## src/rtl/sus_pkg.sv

```systemverilog
// types and constants shared by the sort unique set block
`timescale 1ns / 1ps

package sus_pkg;

  localparam int unsigned DataW = 32;

  typedef enum logic {
    ST_LOAD,
    ST_DRAIN
  } sus_state_e;

  typedef struct packed {
    logic                    load;
    logic                    shift;
    logic signed [DataW-1:0] value;
  } sus_ctrl_t;

endpackage

```

## src/rtl/sus_cell.sv

```systemverilog
// one cell of the insertion sort chain, holds one stored value
`timescale 1ns / 1ps

module sus_cell
  import sus_pkg::*;
(
  input  logic                    clk_i,
  input  logic                    rst_ni,
  input  sus_ctrl_t               ctrl_i,
  input  logic                    left_valid_i,
  input  logic                    left_gt_i,
  input  logic signed [DataW-1:0] left_value_i,
  input  logic                    right_valid_i,
  input  logic signed [DataW-1:0] right_value_i,
  output logic                    valid_o,
  output logic                    gt_o,
  output logic signed [DataW-1:0] value_o
);

  logic                    valid_q, valid_d;
  logic signed [DataW-1:0] value_q, value_d;

  assign gt_o    = valid_q && (ctrl_i.value < value_q);
  assign valid_o = valid_q;
  assign value_o = value_q;

  always_comb begin
    valid_d = valid_q;
    value_d = value_q;
    if (ctrl_i.shift) begin
      valid_d = right_valid_i;
      value_d = right_value_i;
    end else if (ctrl_i.load) begin
      if (left_gt_i) begin
        valid_d = 1'b1;
        value_d = left_value_i;
      end else if (gt_o || (!valid_q && left_valid_i)) begin
        valid_d = 1'b1;
        value_d = ctrl_i.value;
      end
    end
  end

  always_ff @(posedge clk_i or negedge rst_ni) begin
    if (!rst_ni) begin
      valid_q <= 1'b0;
    end else begin
      valid_q <= valid_d;
    end
  end

  always_ff @(posedge clk_i) begin
    value_q <= value_d;
  end

endmodule

```

## config.mk

```make
export PLATFORM = sky130hd
export DESIGN_NAME = sus_cell
export DESIGN_NICKNAME = d
export VERILOG_FILES = /design/src/rtl/sus_pkg.sv /design/src/rtl/sus_cell.sv
export SDC_FILE = /design/constraint.sdc
export NUM_CORES = 1
export LEC_CHECK = 0
export BUFFER_PORTS_ARGS = -buffer_cell sky130_fd_sc_hd__buf_4
export CAP_MARGIN = 20
export CORE_MARGIN = 3
export CORE_UTILIZATION = 47
export CTS_BUF_LIST = sky130_fd_sc_hd__clkbuf_2 sky130_fd_sc_hd__clkbuf_4 sky130_fd_sc_hd__clkbuf_8
export CTS_CLUSTER_DIAMETER = 30
export CTS_CLUSTER_SIZE = 30
export DETAILED_ROUTE_END_ITERATION = 8
export GPL_TIMING_DRIVEN = 0
export PLACE_DENSITY = 0.84
export SYNTH_ARGS = -nofsm -noshare
export SYNTH_HDL_FRONTEND = slang
export SYNTH_SLANG_ARGS = --single-unit
```

## constraint.sdc

```tcl
create_clock -name clk_i -period 3 [get_ports clk_i]
set_input_delay 0.45 -clock clk_i [delete_from_list [all_inputs] [get_ports clk_i]]
set_output_delay 0.45 -clock clk_i [all_outputs]
set_load 0.02 [all_outputs]
```

Word level (Yosys, flattened, before mapping):

Cells that the tools add are included.
W data, S select, Z words.

* reduce and logical (&&, ||, !) cells: 7
* order comparisons: 1
* muxes and demuxes: 8

Operators with widths (count)
* $mux W32: 4
* $lt A32 B32 Y1: 1
* $mux W1: 4
* $reduce_bool A3 Y1: 1
* $logic_and A1 B1 Y1: 2
* $reduce_and A2 Y1: 1
* $reduce_bool A2 Y1: 1
* $logic_not A1 Y1: 1
* $logic_or A1 B1 Y1: 1

* register bits after elaboration: 33
* output and inout bits: 34

Logic depth before layout (Yosys ltp):

Gate-level depths: netlist of the first run.

* depth after elaboration: 7
* depth in mapped cells: 8
* gate-level depth less buffers: 8

Worst setup path after synthesis of the first run:

OpenSTA, ideal clock, no wires.

* kind: register to register
* start point: register value_q[9] (netlist: value_o[9])
* end point: register value_q[0] (netlist: value_o[0]) (enable)
* setup slack: 256 ps
* stages on the path, launching flop included: 9
* arrival time: 2354 ps
* buffers on the path: 0
* setup time: 389 ps
* clock period less this slack: 2744 ps
* data required time: 2611 ps
* cell sequence: edfxtp_1 > inv_1 > ha_1 > a21oi_1 > o21ai_0 > a221oi_2 > o21ai_1 > a211o_1 > nand2_1

* longest elaborated chain between the ends: 5

Ends and longest elaborated chain
* start: declaration: RTL line sus_cell.sv:21 `logic signed [DataW-1:0] value_q, value_d;`
* start signal: assignment: RTL line sus_cell.sv:53 `value_q <= value_d;`
* $lt A32 B32 Y1: RTL line sus_cell.sv:23 `assign gt_o = valid_q && (ctrl_i.value < value_q);`
* $logic_and A1 B1 Y1: RTL line sus_cell.sv:23
* $logic_or A1 B1 Y1: RTL line sus_cell.sv:37 `end else if (gt_o || (!valid_q && left_valid_i)) begin`
* $reduce_bool A3 Y1 (no source line)
* $reduce_and A2 Y1 (no source line)

Every way passes these cells.
A chain may end at the register's enable or synchronous reset.

Worst setup path in the final report of the first run:

* start point: register value_q[31] (netlist: value_o[31])
* end point: output gt_o

* longest elaborated chain between the ends: 2

Ends and longest elaborated chain
* $lt A32 B32 Y1: RTL line sus_cell.sv:23
* $logic_and A1 B1 Y1: RTL line sus_cell.sv:23
* end: declaration: RTL line sus_cell.sv:16 `output logic gt_o,`

Every way passes these cells.

==> flow_summary.json, run 1 <==
{
  "status": "complete, no violations",
  "routed_wl_um": 7148,
  "synth_xor_xnor_area_share": 0,
  "drive_above_1_share": 0.3738,
  "fin_nets": 545,
  "synth_common_cells": "nand2_1, inv_1, edfxtp_1, mux2i_1, ha_1",
  "max_slew_margin": 0.6779,
  "cts_made_buffers": 5,
  "yosys-top-cells-area": "edfxtp_1, ha_1, mux2i_1",
  "ioPinCount": 137,
  "dpl.hpwl_um": 5867,
  "grt_pass1_wl_um": 11350,
  "timing.final.hold_violations": 0,
  "die-area_um2": 6270,
  "fin_crit_sh": 0.9449,
  "period_needed_ps": 2835,
  "hp-class": "in -> reg",
  "avgSynthCellArea_um2": 9.393,
  "synth_cells": 268,
  "diodes": 0,
  "cts_tree": "built",
  "drc": 0,
  "critPathCaptureType": "output pin",
  "ir_worst_vdd_mv": 0.2726,
  "placement_rows": 26,
  "path_buf_inv": 2,
  "grt_setup_unrepaired": "false",
  "clkTransAtPathRegs_ps": 60,
  "synth_top_area_frac": 0.3817,
  "grt_pass1_vias": 2454,
  "drt_iter0_drc": 69,
  "die_w_um": 79.19,
  "final-setup-viol-count": 0,
  "cp_max_fo": 4,
  "tightest_slew_ps": 481.5,
  "routed_via_density": 5.031,
  "synth-compound-area-share": 0.1362,
  "synth_top_family_by_area": "adder cells",
  "synth_nets": 402,
  "fin_skew_ps": 7.586,
  "ys_seq_elements": 33,
  "critical-path-top-delay-family": "simple AND/OR/NAND/NOR gates",
  "postRouteAntennaNets": 0,
  "slew_viol_final": 0,
  "ys_seq_area_frac": 0.3917,
  "synthArstFlopShare": 0.03030,
  "grt_use_met1": 0.2687,
  "first_pass_iters": 4,
  "initial_core_util": 0.4898,
  "coreArea_um2": 5140,
  "globalRouteTotalUtil": 0.2328,
  "htree_levels": 2,
  "grt_max_degree": 18,
  "worstSetupPathType": "reg -> out",
  "yosys.cell_count.top_type": "nand2_1",
  "finalWeightedCongestion": 0.7784,
  "syn_area_um2": 2517,
  "total_leakage_power_nw": 1.900,
  "max-cap-violations": 0,
  "busiest_layer": "met2",
  "use_met3": 0.04989,
  "wl_per_cell_um": 14.83,
  "synth-simple-area-share": 0.1193,
  "synth_edf_count": 32,
  "antenna_found_initial": 0,
  "cp.required_ps": 2550,
  "crit_path_start_kind": "register",
  "final_cell_area_um2": 3742,
  "portBuffers": 134,
  "dp_cells": 473,
  "ys.flop_type": "edfxtp_1",
  "slowest_delay_ps": 390,
  "clock_latency_ps": 290,
  "clockRootBuffer": "clkbuf_8",
  "fmax_mhz": 352.8,
  "crit_arrival_ps": 2380,
  "synth_cell_type_count": 32,
  "yosysTopAreaCell": "edfxtp_1",
  "met2_usage": 0.4310,
  "yosys_warnings": 0,
  "cts_max_path_buffers": 2,
  "syn_to_final_growth_pct": 48.66,
  "path_common_cell": "nor3_2",
  "synthAdderAreaFrac": 0.1541,
  "placed_area_um2": 3638,
  "cp_slowest_cell": "edfxtp_1",
  "crit_chain": "inv_1, ha_1, nand4_1, nor3_2, nand2_1, nor3_2, a21oi_2, mux2_1, buf_4",
  "fp.dieH_um": 79.19,
  "power_density_nw_per_um2": 411.7,
  "cts_sinks": 33,
  "grt-ovfl-total": 0,
  "muxShareOfSynthArea": 0.1317,
  "num_vias": 2425,
  "final_cells": 482
}
timing repair:
item	CTS	global route
hold buffers	1	0
setup endpoints to repair	0	16
gates resized for setup	0	1
buffers inserted	0	0
hold endpoints to repair	1	0
worst reg2reg max path, stage by stage (launching register included):
cell      delay (ps)
edfxtp_1         390
inv_1             70
ha_1             240
a21oi_1          180
nor2b_1           70
o21ai_0          240
nand3_1          190
a311oi_1         360
nand2_2          360
buf_16           280
cells in the final DEF (no fill, tap or decap), types with 4 or more instances in the layout:
cell        n
buf_4     134
nand2_1    47
inv_1      33
mux2i_1    32
edfxtp_1   32
ha_1       31
o21ai_0    22
o21ai_1    17
a21oi_1    12
clkbuf_1    8
clkbuf_8    5
nor2_1      4
stage by stage:
step	util	setup slack, ps	TNS (ps)	hold slack (ps)	total power, mW
3_3_place_gp	0.7025	-326.0	-10420	226.1	1.168
3_5_place_dp	0.7079	-37.04	-586.1	225.7	1.198
2_1_floorplan	-	256.3	0	154.4	0.9190
6_report	0.7281	165.4	0	433.9	1.541
4_1_cts	0.7276	131.7	0	432.5	1.551
5_1_grt	0.7281	4.260	0	443.6	1.642
final timing paths:
check	start	end	depth (start not counted)	slack, ps
min	right_valid_i	valid_o$_DFFE_PN0P_	3	430
min reg2reg	valid_o$_DFFE_PN0P_	valid_o$_DFFE_PN0P_	2	630
max	value_o[31]$_DFFE_PP_	gt_o	9	170
max reg2reg	value_o[29]$_DFFE_PP_	value_o[5]$_DFFE_PP_	9	390
min in group asynchronous	rst_ni	valid_o$_DFFE_PN0P_	2	500
max in group asynchronous	rst_ni	valid_o$_DFFE_PN0P_	2	2420
cells by family after synthesis:
kind of cell / after synthesis
adders and majority gates: 31
buffers and inverters: 44
muxes: 33
and+or+nand+nor: 66
DFF: 33
AOI/OAI and AO/OA: 61
flip-flops by register name, indices dropped and copies added (netlist names):
register	count
value_o	32
valid_o	1
per-layer routing:
layer / vias up / wire length (um)
li1: 1225 / -
met1: 1115 / 2926
met2: 77 / 3691
met3: 8 / 440
met4: 0 / 91
met5: - / 0
where the power goes:
| group | switching (mW) | internal (mW) |
|---|---|---|
| Combinational | 0.301 | 0.279 |
| Clock | 0.159 | 0.192 |
| Sequential | 0.0305 | 0.579 |
| Total | 0.490 | 1.05 |
layout make-up:
class                   count  area, um^2
clock buffers               8       91.34
flip-flops and latches     33       985.9
multi-input cells         191        1365
repair buffers            136        1044
well taps                  70       87.58
inverters                  33       123.9
fillers                   418        1398
plain buffers              11       45.04
Power figures use the tool's default switching activity.
==> run 2, diff against run 1 <==
- CORE_ASPECT_RATIO: unset -> 0.7
- MAX_ROUTING_LAYER: unset -> met4
==> flow_summary.json, run 2 (synthesis results as in run 1) <==
{
  "cts_made_buffers": 5,
  "dpl.hpwl_um": 6157,
  "fin_nets": 545,
  "postRouteAntennaNets": 0,
  "globalRouteTotalUtil": 0.2489,
  "final-setup-viol-count": 0,
  "crit_chain": "inv_1, ha_1, or3_1, a31oi_1, o21ai_1, a21oi_2, mux2_1, buf_4",
  "switchingPower_mw": 0.5029,
  "power_frac_comb": 0.383,
  "grt_setup_unrepaired": "false",
  "syn_to_final_growth_pct": 48.11,
  "period_needed_ps": 2802,
  "use_met3": 0.06570,
  "finalPower_mw": 1.517,
  "max-cap-violations": 0,
  "seqPwrFrac": 0.404,
  "slew_viol_final": 0,
  "die-area_um2": 6284,
  "status": "complete, no violations",
  "hold_slack_ps": 445.2,
  "portBuffers": 134,
  "busiest_layer": "met2",
  "critical-path-top-delay-family": "compound AO/OA/AOI/OAI gates",
  "die_w_um": 93.48,
  "cts_tree": "built",
  "cts_max_path_buffers": 2,
  "diodes": 0,
  "met2_usage": 0.4185,
  "ioPinCount": 137,
  "power_density_nw_per_um2": 407.0,
  "largest_reg_flops": 32,
  "grt_max_degree": 22,
  "path_buf_inv": 2,
  "clkTransAtPathRegs_ps": 70,
  "fill_cells": 393,
  "timing.final.hold_violations": 0,
  "swShare": 0.3314,
  "crit_path_start_kind": "register",
  "cp_slowest_cell": "edfxtp_1",
  "grt_use_met1": 0.2921,
  "routed_wl_um": 7506,
  "slowest_delay_ps": 400,
  "max_slew_margin": 0.5613,
  "cts_resized": 0,
  "antenna_found_initial": 0,
  "ir_worst_vdd_mv": 0.2606,
  "grt-ovfl-total": 0,
  "critPathCaptureType": "output pin",
  "crit_arrival_ps": 2350,
  "finalWeightedCongestion": 0.8515,
  "drive_above_1_share": 0.3665,
  "routed_via_density": 5.200,
  "postLayoutCoreUtil": 0.7508,
  "num_vias": 2501,
  "clock_latency_ps": 290,
  "initial_core_util": 0.5069,
  "htree_levels": 2,
  "cp.required_ps": 2550,
  "layout_commonest_cell": "buf_4",
  "grt_pass1_wl_um": 11540,
  "placement_rows": 21,
  "wl_per_cell_um": 15.60,
  "first_pass_iters": 4,
  "cts_sinks": 33,
  "post_cts_buffers": 0,
  "clock_power_share": 0.213,
  "fmax_mhz": 356.8,
  "total_leakage_power_nw": 1.893,
  "fp.dieH_um": 67.23,
  "clockRootBuffer": "clkbuf_8",
  "final_cell_mix": "buf_4, nand2_1, inv_1",
  "hp-class": "in -> reg",
  "p_int_mw": 1.015,
  "tightest_slew_ps": 656.5,
  "fin_crit_sh": 0.9341,
  "coreArea_um2": 4966,
  "drc": 0,
  "cp_max_fo": 2,
  "grt_pass1_vias": 2553,
  "fin_skew_ps": 7.430,
  "drt_iter0_drc": 147,
  "worstSetupPathType": "reg -> out"
}
## run 2: power groups by stage
| stage | logic, mW | registers [mW] | clock network, mW |
|---|---|---|---|
| 6_report | 0.582 | 0.613 | 0.323 |
| 3_3_place_gp | 0.551 | 0.620 | 0 |
| 5_1_grt | 0.640 | 0.621 | 0.345 |
| 3_5_place_dp | 0.580 | 0.623 | 0 |
| 2_1_floorplan | 0.230 | 0.689 | 0 |
| 4_1_cts | 0.584 | 0.613 | 0.327 |
## run 2: worst paths after layout
check | start | end | slack, ps | depth (start not counted)
setup / recovery | value_o[2]$_DFFE_PP_ | gt_o | 200 | 8
hold / removal | right_value_i[17] | value_o[17]$_DFFE_PP_ | 450 | 3
setup reg to reg | value_o[2]$_DFFE_PP_ | value_o[5]$_DFFE_PP_ | 250 | 8
hold reg to reg | valid_o$_DFFE_PN0P_ | valid_o$_DFFE_PN0P_ | 650 | 2
max in group asynchronous | rst_ni | valid_o$_DFFE_PN0P_ | 2450 | 2
min in group asynchronous | rst_ni | valid_o$_DFFE_PN0P_ | 470 | 2
## run 2: what timing repair did
item,CTS,global route
hold buffers,1,0
endpoints found under the hold margin,1,0
setup endpoints to repair,0,1
## run 2: layout make-up
class | instances | area [um^2] | share of cell area
Timing Repair Buffer | 136 | 1044 | 0.2799
Buffer | 11 | 45.04 | 0.01208
Sequential cell | 33 | 985.9 | 0.2644
Multi-Input combinational cell | 191 | 1363 | 0.3654
Inverter | 33 | 123.9 | 0.03322
Clock buffer | 5 | 68.82 | 0.01846
Clock inverter | 3 | 12.51 | 0.003356
Tap cell | 69 | 86.33 | 0.02315
## run 2: metrics by stage
stage	setup TNS, ps	instance area, um^2	setup WS [ps]	instances
final	0	3729	197.7	481
after global routing	0	3729	44.83	481
after CTS	0	3729	159.0	481
after detailed placement	0	3637	62.89	472
after global placement	-10520	3610	-329.4	471
after floorplan	0	2517	256.3	268
## run 2: layer usage
layer / vias up / wire length (um)
met1: 1122 / 3082
met3: 19 / 845
met4: 0 / 148
li1: 1231 / -
met2: 129 / 3430
met5: - / 0
## run 2: worst reg2reg max path, cell delays in order, from the launching register on
cell	delay [ps]
edfxtp_1	400
inv_1	80
ha_1	220
or3_1	340
a31oi_1	260
o21ai_1	150
a211o_1	280
nand2_1	490
buf_16	240
==> run 3, diff against run 2 <==
==> constraint.sdc (replaced) <==
create_clock -name clk_i -period 3 [get_ports clk_i]
set_input_delay 0.3 -clock clk_i [delete_from_list [all_inputs] [get_ports clk_i]]
set_output_delay 0.3 -clock clk_i [all_outputs]
set_load 0.02 [all_outputs]
==> flow_summary.json, run 3 (synthesis results as in run 1) <==
{
  "post_cts_buffers": 0,
  "crit_path_start_kind": "register",
  "syn_to_final_growth_pct": 48.11,
  "initial_core_util": 0.5069,
  "largest_reg_flops": 32,
  "critPathCaptureType": "register",
  "crit_chain": "inv_1, ha_1, or3_1, a31oi_1, o21ai_1, a211o_1, nand2_1, buf_16",
  "cts_sinks": 33,
  "fin_ws_ps": 251.0,
  "max-cap-violations": 0,
  "hp-class": "in -> reg",
  "ir_worst_vdd_mv": 0.2606,
  "diodes": 0,
  "coreArea_um2": 4966,
  "crit_arrival_ps": 2740,
  "cts_tree": "built",
  "grt_pass1_vias": 2553,
  "path_buf_inv": 2,
  "drive_above_1_share": 0.3665,
  "routed_wl_um": 7498,
  "grt_setup_unrepaired": "false",
  "finalWeightedCongestion": 0.8515,
  "layout_commonest_cell": "buf_4",
  "fin_nets": 545,
  "slowest_delay_ps": 490,
  "final_cell_mix": "buf_4, nand2_1, inv_1",
  "drt_iter0_drc": 148,
  "critical-path-top-delay-family": "simple AND/OR/NAND/NOR gates",
  "ioPinCount": 137,
  "r2r_start": "value_o[2]$_DFFE_PP_",
  "dpl_worst_slack_ps": 212.9,
  "max_slew_margin": 0.5648,
  "total_leakage_power_nw": 1.893,
  "worstSetupPathType": "reg -> reg",
  "fp.dieH_um": 67.23,
  "clock_latency_ps": 290,
  "clkTransAtPathRegs_ps": 70,
  "cp_max_fo": 21,
  "crit_start": "value_o[2]$_DFFE_PP_",
  "antenna_found_initial": 0,
  "grt_pass1_wl_um": 11540,
  "power_density_nw_per_um2": 406.9,
  "placement_rows": 21,
  "final_cell_area_um2": 3729,
  "globalRouteTotalUtil": 0.2489,
  "cts_made_buffers": 5,
  "die_w_um": 93.48,
  "status": "complete, no violations",
  "drc": 0,
  "fmax_mhz": 363.8,
  "timing.final.hold_violations": 0,
  "fin_skew_ps": 7.394,
  "postRouteAntennaNets": 0,
  "portBuffers": 134,
  "wl_per_cell_um": 15.59,
  "num_vias": 2502,
  "fin_crit_sh": 0.9163,
  "final-setup-viol-count": 0,
  "die-area_um2": 6284,
  "cp_slowest_cell": "nand2_1",
  "slew_viol_final": 0,
  "period_needed_ps": 2749,
  "grt_max_degree": 22,
  "grt-ovfl-total": 0,
  "first_pass_iters": 4,
  "routed_via_density": 5.202,
  "cts_max_path_buffers": 2,
  "placed_area_um2": 3637,
  "cp.required_ps": 2990,
  "clockRootBuffer": "clkbuf_8",
  "min_from": "right_value_i[17]",
  "tightest_slew_ps": 651.2,
  "dpl.hpwl_um": 6157,
  "cts_resized": 0,
  "htree_levels": 2
}
## run 3: path summary, 6_finish.rpt
path	end	slack, ps	cells past startpoint
setup / recovery	value_o[5]$_DFFE_PP_	250	8
hold / removal	value_o[17]$_DFFE_PP_	300	3
setup reg to reg	value_o[5]$_DFFE_PP_	250	8
hold reg to reg	valid_o$_DFFE_PN0P_	650	2
max in group asynchronous	valid_o$_DFFE_PN0P_	2590	2
min in group asynchronous	valid_o$_DFFE_PN0P_	330	2
## run 3: area by class of cell
class / instances / area [um^2]
clock inverters: 3 / 12.51
clock buffers: 5 / 68.82
multi-input cells: 191 / 1363
repair buffers: 136 / 1044
plain buffers: 11 / 45.04
inverters: 33 / 123.9
flip-flops and latches: 33 / 985.9
well taps: 69 / 86.33
fillers: 393 / 1237
## run 3: where the power goes
part	switching, mW	internal (mW)
registers	0.0329	0.580
clock network	0.167	0.156
logic	0.303	0.279
## run 3: metal layers
layer	up-vias	track usage	wire (um)
li1	1231	-	-
met1	1125	0.2921	3085
met2	127	0.4185	3421
met3	19	0.06570	842
met4	0	0.08775	148
met5	-	-	0
## run 3: timing repair
| item | 4_1_cts | 5_1_grt |
|---|---|---|
| hold endpoints to repair | 1 | 0 |
| hold buffers | 1 | 0 |
| endpoints found under the setup margin | 0 | 0 |
## run 3: tightest hold or removal path: cells and delay by family
family / cells / cell delay (ps)
buffers and inverters: 1 / 80
AO/OA/AOI/OAI: 1 / 60
AND/OR/NAND/NOR: 1 / 40
## run 3: stage by stage
step                      hold WS (ps)  instances    util  TNS, ps  total power, mW
final                            295.2        481  0.7508        0            1.517
after global routing             287.9        481  0.7508        0            1.606
after CTS                        285.0        481  0.7508        0            1.523
after detailed placement         75.88        472  0.7324        0            1.202
after global placement           75.45        471  0.7269    -5718            1.171
after floorplan                  4.409        268       -        0           0.9190
